File: src/rtl/mtf_pkg.sv
package mtf_pkg;

  localparam int OP_W  = 2;
  localparam int POS_W = 5;
  localparam int VAL_W = 32;
  localparam int CNT_W = 5;

  typedef enum logic [OP_W-1:0] {
    OP_INSERT = 2'd0,
    OP_READ   = 2'd1,
    OP_REMOVE = 2'd2,
    OP_SEARCH = 2'd3
  } op_t;

  typedef enum logic [1:0] {
    PTR_HOLD = 2'd0,
    PTR_INIT = 2'd1,
    PTR_STEP = 2'd2,
    PTR_INC  = 2'd3
  } ptr_op_t;

  typedef enum logic [1:0] {
    RD_POS = 2'd0,
    RD_PTR = 2'd1,
    RD_SRC = 2'd2
  } rd_sel_t;

  typedef enum logic {
    WR_MOVE = 1'b0,
    WR_PUT  = 1'b1
  } wr_sel_t;

  typedef struct packed {
    logic    load_req;
    logic    load_err;
    ptr_op_t ptr_op;
    rd_sel_t rd_sel;
    logic    wr_en;
    wr_sel_t wr_sel;
    logic    cnt_inc;
    logic    cnt_dec;
    logic    found_set;
    logic    out_load;
  } cmd_t;

  typedef struct packed {
    op_t  op;
    logic err;
    logic move_more;
    logic scan_end;
    logic match;
    logic out_free;
  } status_t;

endpackage

File: src/rtl/mtf_if.sv
interface mtf_req_if;
  import mtf_pkg::*;

  logic               valid;
  logic               ready;
  logic [OP_W-1:0]    opcode;
  logic [POS_W-1:0]   position;
  logic [VAL_W-1:0]   value;

  modport source (output valid, opcode, position, value, input ready);
  modport sink (input valid, opcode, position, value, output ready);
endinterface

interface mtf_rsp_if;
  import mtf_pkg::*;

  logic               valid;
  logic               ready;
  logic [VAL_W-1:0]   read_value;
  logic [POS_W-1:0]   found_position;
  logic               error;
  logic [CNT_W-1:0]   count;

  modport source (output valid, read_value, found_position, error, count, input ready);
  modport sink (input valid, read_value, found_position, error, count, output ready);
endinterface

File: src/rtl/mtf_ram.sv
module mtf_ram #(
  parameter int WIDTH = 32,
  parameter int DEPTH = 16
) (
  input  logic                     clk,
  input  logic                     we,
  input  logic [$clog2(DEPTH)-1:0] waddr,
  input  logic [WIDTH-1:0]         wdata,
  input  logic [$clog2(DEPTH)-1:0] raddr,
  output logic [WIDTH-1:0]         rdata
);

  logic [WIDTH-1:0] mem [DEPTH];

  always_ff @(posedge clk) begin
    if (we) begin
      mem[waddr] <= wdata;
    end
    rdata <= mem[raddr];
  end

endmodule

File: src/rtl/mtf_ctrl.sv
module mtf_ctrl (
  input  logic             clk,
  input  logic             rst,
  input  logic             req_valid,
  output logic             req_ready,
  input  mtf_pkg::status_t status,
  output mtf_pkg::cmd_t    cmd
);
  import mtf_pkg::*;

  typedef enum logic [7:0] {
    S_IDLE   = 8'b0000_0001,
    S_DECIDE = 8'b0000_0010,
    S_SRD    = 8'b0000_0100,
    S_SCMP   = 8'b0000_1000,
    S_MRD    = 8'b0001_0000,
    S_MWR    = 8'b0010_0000,
    S_PUT    = 8'b0100_0000,
    S_DONE   = 8'b1000_0000
  } state_t;

  state_t state;
  state_t state_next;

  always_ff @(posedge clk) begin
    if (rst) begin
      state <= S_IDLE;
    end else begin
      state <= state_next;
    end
  end

  assign req_ready = (state == S_IDLE);

  always_comb begin
    state_next = state;
    cmd        = '0;
    cmd.ptr_op = PTR_HOLD;
    cmd.rd_sel = RD_POS;
    cmd.wr_sel = WR_MOVE;
    unique case (state)
      S_IDLE: begin
        if (req_valid) begin
          cmd.load_req = 1'b1;
          state_next   = S_DECIDE;
        end
      end
      S_DECIDE: begin
        cmd.load_err = 1'b1;
        cmd.ptr_op   = PTR_INIT;
        if (status.err || status.op == OP_READ) begin
          state_next = S_DONE;
        end else if (status.op == OP_SEARCH) begin
          state_next = S_SRD;
        end else begin
          state_next = S_MRD;
        end
      end
      S_SRD: begin
        if (status.scan_end) begin
          state_next = S_DONE;
        end else begin
          cmd.rd_sel = RD_PTR;
          state_next = S_SCMP;
        end
      end
      S_SCMP: begin
        if (status.match) begin
          cmd.found_set = 1'b1;
          state_next    = S_MRD;
        end else begin
          cmd.ptr_op = PTR_INC;
          state_next = S_SRD;
        end
      end
      S_MRD: begin
        if (status.move_more) begin
          cmd.rd_sel = RD_SRC;
          state_next = S_MWR;
        end else if (status.op == OP_REMOVE) begin
          cmd.cnt_dec = 1'b1;
          state_next  = S_DONE;
        end else begin
          state_next = S_PUT;
        end
      end
      S_MWR: begin
        cmd.wr_en  = 1'b1;
        cmd.wr_sel = WR_MOVE;
        cmd.ptr_op = PTR_STEP;
        state_next = S_MRD;
      end
      S_PUT: begin
        cmd.wr_en   = 1'b1;
        cmd.wr_sel  = WR_PUT;
        cmd.cnt_inc = (status.op == OP_INSERT);
        state_next  = S_DONE;
      end
      S_DONE: begin
        if (status.out_free) begin
          cmd.out_load = 1'b1;
          state_next   = S_IDLE;
        end
      end
      default: begin
        state_next = S_IDLE;
      end
    endcase
  end

endmodule

File: src/rtl/mtf_dpath.sv
module mtf_dpath #(
  parameter int CAPACITY = 16
) (
  input  logic                        clk,
  input  logic                        rst,
  input  mtf_pkg::cmd_t               cmd,
  output mtf_pkg::status_t            status,
  input  logic [mtf_pkg::OP_W-1:0]    opcode,
  input  logic [mtf_pkg::POS_W-1:0]   position,
  input  logic [mtf_pkg::VAL_W-1:0]   value,
  output logic                        rsp_valid,
  input  logic                        rsp_ready,
  output logic [mtf_pkg::VAL_W-1:0]   read_value,
  output logic [mtf_pkg::POS_W-1:0]   found_position,
  output logic                        error,
  output logic [mtf_pkg::CNT_W-1:0]   count
);
  import mtf_pkg::*;

  localparam int AW = $clog2(CAPACITY);
  localparam int CW = $clog2(CAPACITY + 1);
  // compare width: holds count+1 and any position
  localparam int XW = ((CW > POS_W) ? CW : POS_W) + 1;

  op_t               op_r;
  logic [POS_W-1:0]  pos_r;
  logic [VAL_W-1:0]  val_r;
  logic              err_r;
  logic [CW-1:0]     entry_count;
  logic [CW-1:0]     entry_count_next;
  logic [CW-1:0]     ptr;
  logic [CW-1:0]     ptr_next;
  logic [POS_W-1:0]  found;

  logic [XW-1:0]     pos_x;
  logic [XW-1:0]     cnt_x;
  logic [XW-1:0]     ptr_x;
  logic [XW-1:0]     pos_m1_x;
  logic [XW-1:0]     ptr_p1_x;
  logic [CW-1:0]     ptr_m1;
  logic              fwd;
  logic              ins_bad;
  logic              idx_bad;
  logic [XW-1:0]     lo_x;

  logic              ram_we;
  logic [AW-1:0]     ram_waddr;
  logic [VAL_W-1:0]  ram_wdata;
  logic [AW-1:0]     ram_raddr;
  logic [VAL_W-1:0]  ram_rdata;

  assign pos_x    = XW'(pos_r);
  assign cnt_x    = XW'(entry_count);
  assign ptr_x    = XW'(ptr);
  assign pos_m1_x = pos_x - XW'(1);
  assign ptr_p1_x = ptr_x + XW'(1);
  assign ptr_m1   = ptr - CW'(1);
  assign fwd      = (op_r == OP_REMOVE);

  assign ins_bad = (pos_r == '0) || (pos_x > cnt_x + XW'(1)) || (cnt_x >= XW'(CAPACITY));
  assign idx_bad = (pos_r == '0) || (pos_x > cnt_x);
  assign lo_x    = (op_r == OP_INSERT) ? pos_x : XW'(1);

  always_comb begin
    status.op        = op_r;
    case (op_r)
      OP_INSERT:           status.err = ins_bad;
      OP_READ, OP_REMOVE:  status.err = idx_bad;
      default:             status.err = 1'b0;
    endcase
    status.move_more = fwd ? (ptr_x < cnt_x) : (ptr_x >= lo_x);
    status.scan_end  = (ptr_x >= cnt_x);
    status.match     = (ram_rdata == val_r);
    status.out_free  = !rsp_valid || rsp_ready;
  end

  // pointer: start point per operation, then walks the list
  always_comb begin
    ptr_next = ptr;
    case (cmd.ptr_op)
      PTR_INIT: begin
        case (op_r)
          OP_INSERT: ptr_next = entry_count;
          OP_REMOVE: ptr_next = pos_x[CW-1:0];
          default:   ptr_next = '0;
        endcase
      end
      PTR_STEP: ptr_next = fwd ? ptr_p1_x[CW-1:0] : ptr_m1;
      PTR_INC:  ptr_next = ptr_p1_x[CW-1:0];
      default:  ptr_next = ptr;
    endcase
  end

  always_comb begin
    entry_count_next = entry_count;
    if (cmd.cnt_inc) begin
      entry_count_next = entry_count + CW'(1);
    end else if (cmd.cnt_dec) begin
      entry_count_next = entry_count - CW'(1);
    end
  end

  always_comb begin
    case (cmd.rd_sel)
      RD_PTR:  ram_raddr = ptr[AW-1:0];
      RD_SRC:  ram_raddr = fwd ? ptr[AW-1:0] : ptr_m1[AW-1:0];
      default: ram_raddr = pos_m1_x[AW-1:0];
    endcase
  end

  always_comb begin
    ram_we = cmd.wr_en;
    if (cmd.wr_sel == WR_PUT) begin
      ram_waddr = (op_r == OP_INSERT) ? pos_m1_x[AW-1:0] : '0;
      ram_wdata = val_r;
    end else begin
      ram_waddr = fwd ? ptr_m1[AW-1:0] : ptr[AW-1:0];
      ram_wdata = ram_rdata;
    end
  end

  mtf_ram #(
    .WIDTH (VAL_W),
    .DEPTH (CAPACITY)
  ) u_ram (
    .clk   (clk),
    .we    (ram_we),
    .waddr (ram_waddr),
    .wdata (ram_wdata),
    .raddr (ram_raddr),
    .rdata (ram_rdata)
  );

  always_ff @(posedge clk) begin
    if (rst) begin
      entry_count <= '0;
      ptr         <= '0;
      rsp_valid   <= 1'b0;
    end else begin
      entry_count <= entry_count_next;
      ptr         <= ptr_next;
      if (cmd.out_load) begin
        rsp_valid <= 1'b1;
      end else if (rsp_ready) begin
        rsp_valid <= 1'b0;
      end
    end
  end

  always_ff @(posedge clk) begin
    if (cmd.load_req) begin
      op_r  <= op_t'(opcode);
      pos_r <= position;
      val_r <= value;
      found <= '0;
    end
    if (cmd.load_err) begin
      err_r <= status.err;
    end
    if (cmd.found_set) begin
      found <= ptr_p1_x[POS_W-1:0];
    end
    // rdata still holds the entry at pos-1 for a read
    if (cmd.out_load) begin
      read_value     <= (op_r == OP_READ && !err_r) ? ram_rdata : '0;
      found_position <= found;
      error          <= err_r;
      count          <= cnt_x[CNT_W-1:0];
    end
  end

endmodule

File: src/rtl/move_to_front_list.sv
// With n = entries before the op: a read or a refused op moves no entries; an insert at p
// moves the n-p+1 entries from p on back, a remove at p moves the n-p entries after p forward;
// a search scans from the head; on a hit at k the k-1 entries ahead shift back and it goes first.
// One request at a time: the next beat is taken once the result sits in the output register.
// Each list move is a read then a write on the entry RAM.
// Reset (rst, synchronous) empties the list; entry storage is not cleared, no clearing pass.
module move_to_front_list #(
  parameter int CAPACITY = 16
) (
  input logic       clk,
  input logic       rst,
  mtf_req_if.sink   req,
  mtf_rsp_if.source rsp
);
  import mtf_pkg::*;

  cmd_t    cmd;
  status_t status;

  mtf_ctrl u_ctrl (
    .clk       (clk),
    .rst       (rst),
    .req_valid (req.valid),
    .req_ready (req.ready),
    .status    (status),
    .cmd       (cmd)
  );

  mtf_dpath #(
    .CAPACITY (CAPACITY)
  ) u_dpath (
    .clk            (clk),
    .rst            (rst),
    .cmd            (cmd),
    .status         (status),
    .opcode         (req.opcode),
    .position       (req.position),
    .value          (req.value),
    .rsp_valid      (rsp.valid),
    .rsp_ready      (rsp.ready),
    .read_value     (rsp.read_value),
    .found_position (rsp.found_position),
    .error          (rsp.error),
    .count          (rsp.count)
  );

endmodule

File: src/flat_wrapper.sv
// flat-port wrapper written by rule: the top's interface ports become plain ports
module move_to_front_list_flat import mtf_pkg::*;
#(
  parameter int CAPACITY = 16
)
  (clk, rst, req_valid, req_opcode, req_position, req_value, req_ready, rsp_valid, rsp_read_value, rsp_found_position, rsp_error, rsp_count, rsp_ready);
  mtf_req_if req_i ();
  mtf_rsp_if rsp_i ();
  input logic clk;
  input logic rst;
  input wire logic [$bits(req_i.valid)-1:0] req_valid;
  input wire logic [$bits(req_i.opcode)-1:0] req_opcode;
  input wire logic [$bits(req_i.position)-1:0] req_position;
  input wire logic [$bits(req_i.value)-1:0] req_value;
  output wire logic [$bits(req_i.ready)-1:0] req_ready;
  output wire logic [$bits(rsp_i.valid)-1:0] rsp_valid;
  output wire logic [$bits(rsp_i.read_value)-1:0] rsp_read_value;
  output wire logic [$bits(rsp_i.found_position)-1:0] rsp_found_position;
  output wire logic [$bits(rsp_i.error)-1:0] rsp_error;
  output wire logic [$bits(rsp_i.count)-1:0] rsp_count;
  input wire logic [$bits(rsp_i.ready)-1:0] rsp_ready;
  assign req_i.valid = req_valid;
  assign req_i.opcode = req_opcode;
  assign req_i.position = req_position;
  assign req_i.value = req_value;
  assign req_ready = req_i.ready;
  assign rsp_valid = rsp_i.valid;
  assign rsp_read_value = rsp_i.read_value;
  assign rsp_found_position = rsp_i.found_position;
  assign rsp_error = rsp_i.error;
  assign rsp_count = rsp_i.count;
  assign rsp_i.ready = rsp_ready;
  move_to_front_list #(.CAPACITY(CAPACITY)) u_core (.clk(clk), .rst(rst), .req(req_i), .rsp(rsp_i));
endmodule
File: config.mk
export PLATFORM = sky130hd
export DESIGN_NAME = move_to_front_list_flat
export DESIGN_NICKNAME = d
export VERILOG_FILES = /design/src/rtl/mtf_pkg.sv /design/src/rtl/mtf_if.sv /design/src/rtl/mtf_ram.sv /design/src/rtl/mtf_ctrl.sv /design/src/rtl/mtf_dpath.sv /design/src/rtl/move_to_front_list.sv /design/src/flat_wrapper.sv
export SDC_FILE = /design/constraint.sdc
export NUM_CORES = 1
export LEC_CHECK = 0
export BUFFER_PORTS_ARGS = -buffer_cell sky130_fd_sc_hd__clkbuf_2
export CORE_UTILIZATION = 50
export DETAILED_ROUTE_END_ITERATION = 10
export GPL_TIMING_DRIVEN = 0
export PLACE_DENSITY = 0.62
export SYNTH_ARGS = -nofsm -noshare
export SYNTH_HDL_FRONTEND = slang
export SYNTH_SLANG_ARGS = --single-unit
File: constraint.sdc
create_clock -name clk -period 8.39 [get_ports clk]
set_input_delay 0.839 -clock clk [delete_from_list [all_inputs] [get_ports clk]]
set_output_delay 0.839 -clock clk [all_outputs]
set_load 0.01 [all_outputs]
==> results.md <==
* Status: finished, final reports clean
* Crit path cell chain: inv_1 > ha_1 > clkbuf_1 > clkbuf_1 > nand2_1 > ha_1 > nand2b_1 > a21o_1 > a21o_1 > a21o_1 > a211o_1 > nand3_1 > ha_1 > buf_2 > nor4b_2 > a211o_1 > buf_4 > clkbuf_1 > and2_1 > a211oi_1 > a311oi_1 > a211oi_1 > a21oi_1
* Synth unique cells at 60
* CP endpoint kind: flop
* Clock-pin slew on the worst setup and hold paths at 0.06 ns
* Overall Power at 7.69 mW
* First-pass GRT wire length at 108 mm
* Routability cong. at 0.869
* PortBufs at 86
* Chip Height at 233 microns
* CTS root buffer: clkbuf_16
* Critical Path Sink: u_core.u_dpath.u_ram.rdata[28]
* Unrepaired setup endpoints after global routing: false
* Maximum clock frequency at 0.161 GHz
* H-tree depth at 3
* Routed wire per std cell at 25.5 microns
* Starting Density at 50.8%
* Overall routed net length at 74.1 mm
* Clock sink count at 651
* Vias at 17300
* Synthesized cell area at 26700 sq um
* Max incr delay on CP at 0.57 ns
* Tightest Hold Check Type: in -> reg
* Primary FF master, synth: edfxtp_1
* Ys async rst share at 0%
* Worst-skew pair later-pin latency at 0.61 ns
* P&R area growth vs syn at 15.3%
* Gr usage total at 27.6%
* Delay-heaviest family, CP: compound AO/OA/AOI/OAI gates
* Critical R2R Capture: u_core.u_dpath.u_ram.rdata[28]
* Commonest non-fill, non-tap cells in the layout: edfxtp_1, nand2_1, a211oi_1, clkbuf_1, and2_1
* Slew headroom at 29.7%
* Die area at 54400 sq um
* Die X at 233 microns
* Final slew viol count at 0
* Worst R2R Setup Slack at 2.19 ns
* Commonest non-fill, non-tap cell in the layout: edfxtp_1
* Inst Count DP at 2778
* DRC Markers at 0
* Period Utilization, post-route at 73.9%
* Largest net degree at the start of global routing at 26
* Tmin final at 6.20 ns
* Fin Clk Skew at 0.0238 ns
* Sequential element share of the synthesized area at 71.2%
* Initial antenna violation count at 1
* Peak supply drop at 0.000168 V
* Post-synth net total at 2067
* Floorplan core area at 52700 sq um
* Hold Vio Cnt, Final at 0
* Final core utilization at 58.5%
* Setup bufs post-CTS at 0
* Number of global-route vias before repair at 16900
* Pre-CTS WS at 2.33 ns
* Ys Warns at 0
* Instance area at placement at 28600 sq um
* CTS tree: done
* Hold_ws at 0.401 ns
* Design area at 30800 sq um
* Leak at 10.4 nW
* Required @ worst endpoint at 8.92 ns
* R2R cell count at 23
* Buf+Inv Stages, Crit Path at 6
* #FFs+latches synth at 651
* Post-Layout Cell Count at 2902
* Min setup slack post-route at 2.19 ns
* CTS Hold Bufs at 0
* Setup violators final at 0
* Slowest-stage cell, CP: clkbuf_1
* Avg Cell Area, Syn at 13.5 sq um
* Clock buffer depth at 3
* Mapped Cells at 1986
* Power Density at 249 nW/um^2
* Critical Path AT at 6.73 ns
* Fin nets at 2241
* IO Pins at 88
* Worst Path Max Fanout at 10
* DRT Pass-1 Iters at 6
* Critical path depth at 23
* Ant. Diodes at 0
* Startpoint types: flop
* Share of post-route cells with drive strength above 1 at 11.4%
* EDFF count, synth at 600
* Reg2reg start: u_core.u_dpath.op_r[0]
* Max-Cap Viols at 0
* Post-route antenna net violation count at 0
* Post-CTS resize count at 0
* GRT overflow at 0
* CTS buffer count at 68
* FILL cells at 4139
* Drt initial violations at 1786
* Post-detail-place hpwl at 49.7 mm
* Setup TNS at 0 ns
* Crit Path Class: reg -> reg
* FP Rows at 84
* Vias/cell at 5.97
* Setup crit start: u_core.u_dpath.op_r[0]
* Least-Margin Pin Slew at 1.05 ns
==> metal layers <==
metal | global-route usage (%) | routed length [microns]
met5 | 0 | 0
met2 | 45.3 | 35300
met3 | 4.25 | 5680
met4 | 8.68 | 2080
met1 | 37.7 | 31000
==> cell type report <==
class / count / area [sq um] / area share, %
inverters: 21 / 78.8 / 0.256
repair buffers: 104 / 858 / 2.78
multi-input cells: 1190 / 7250 / 23.5
clock buffers: 101 / 1970 / 6.39
plain buffers: 124 / 504 / 1.64
well taps: 688 / 861 / 2.79
flip-flops and latches: 651 / 19000 / 61.8
clock inverters: 23 / 264 / 0.857
==> cells by family after synthesis <==
group / after synthesis / share of synthesized area, %
simple gates: 664 / 11.6
flops: 651 / 71.2
compound gates: 438 / 11.5
buf+inv: 145 / 2.18
xor+xnor: 48 / 1.57
fa+ha+maj: 38 / 1.81
mux: 2 / 0.0749
==> worst reg2reg max path: stages, from the launching register on <==
cell and delay, ns:
edfxtp_1 0.44, inv_1 0.15, ha_1 0.15, clkbuf_1 0.31, clkbuf_1 0.41, nand2_1 0.20, ha_1 0.33, nand2b_1 0.14
a21o_1 0.18, a21o_1 0.18, a21o_1 0.17, a211o_1 0.31, nand3_1 0.20, ha_1 0.26, buf_2 0.18, nor4b_2 0.33
a211o_1 0.41, buf_4 0.26, clkbuf_1 0.57, and2_1 0.23, a211oi_1 0.05, a311oi_1 0.41, a211oi_1 0.09, a21oi_1 0.15
==> state kept, by name (all words and copies together) (netlist names) <==
name / cells
u_core.u_dpath.found_position: 5
u_core.u_dpath.read_value: 32
u_core.u_dpath.u_ram.rdata: 32
u_core.u_dpath.error: 1
u_core.u_dpath.rsp_valid: 1
u_core.u_dpath.ptr: 5
u_core.u_dpath.u_ram.mem: 512
u_core.u_dpath.op_r: 2
u_core.u_dpath.err_r: 1
u_core.u_ctrl.state: 8
u_core.u_dpath.pos_r: 5
u_core.u_dpath.entry_count: 5
u_core.u_dpath.val_r: 32
u_core.u_dpath.found: 5
u_core.u_dpath.count: 5
==> where the power goes <==
group	internal [mW]	switching, mW	leakage, nW
clock network	1.79	1.23	1.09
logic	0.211	0.653	3.40
registers	3.75	0.0581	5.87
total	5.75	1.94	10.4
==> how the worst min path moves through the flow <==
stage / from / to / slack, ns / cells past startpoint
after global placement: u_core.u_dpath.found[4] / u_core.u_dpath.found_position[4] / 0.41 / 0
after global routing: req_value[19] / u_core.u_dpath.val_r[19] / 0.39 / 1
after floorplan: u_core.u_dpath.found[0] / u_core.u_dpath.found_position[0] / 0.40 / 0
after detailed placement: u_core.u_dpath.found[2] / u_core.u_dpath.found_position[2] / 0.41 / 0
after CTS: req_value[20] / u_core.u_dpath.val_r[20] / 0.38 / 1
final: req_value[30] / u_core.u_dpath.val_r[30] / 0.40 / 1
==> synthesized netlist by cell type (4+ instances only) <==
cell        n  area (sq um)
and2_0     65           407
edfxtp_1  600         18000
buf_2      22           110
a31oi_1    70           438
a311oi_1   64           561
buf_1       4          15.0
ha_1       37           463
dfxtp_1    51          1020
a211oi_1  165          1240
nor2b_1     9          56.3
nor2_1     45           169
o21ai_1     4          20.0
xor2_1     36           315
clkbuf_1   96           360
nor3_1      5          25.0
nand3_1    10          50.1
inv_1      21          78.8
nor4_1     10          62.6
nand2_1   389          1460
a21oi_1    79           395
nand2b_1    8          50.1
and2_1     95           594
a21o_1     11          82.6
nand4_1     5          31.3
o21ai_0    15          75.1
a221oi_1    6          52.6
xnor2_1    12           105
o21a_1      4          30.0
Note: power is estimated with default switching activity, not from simulation.
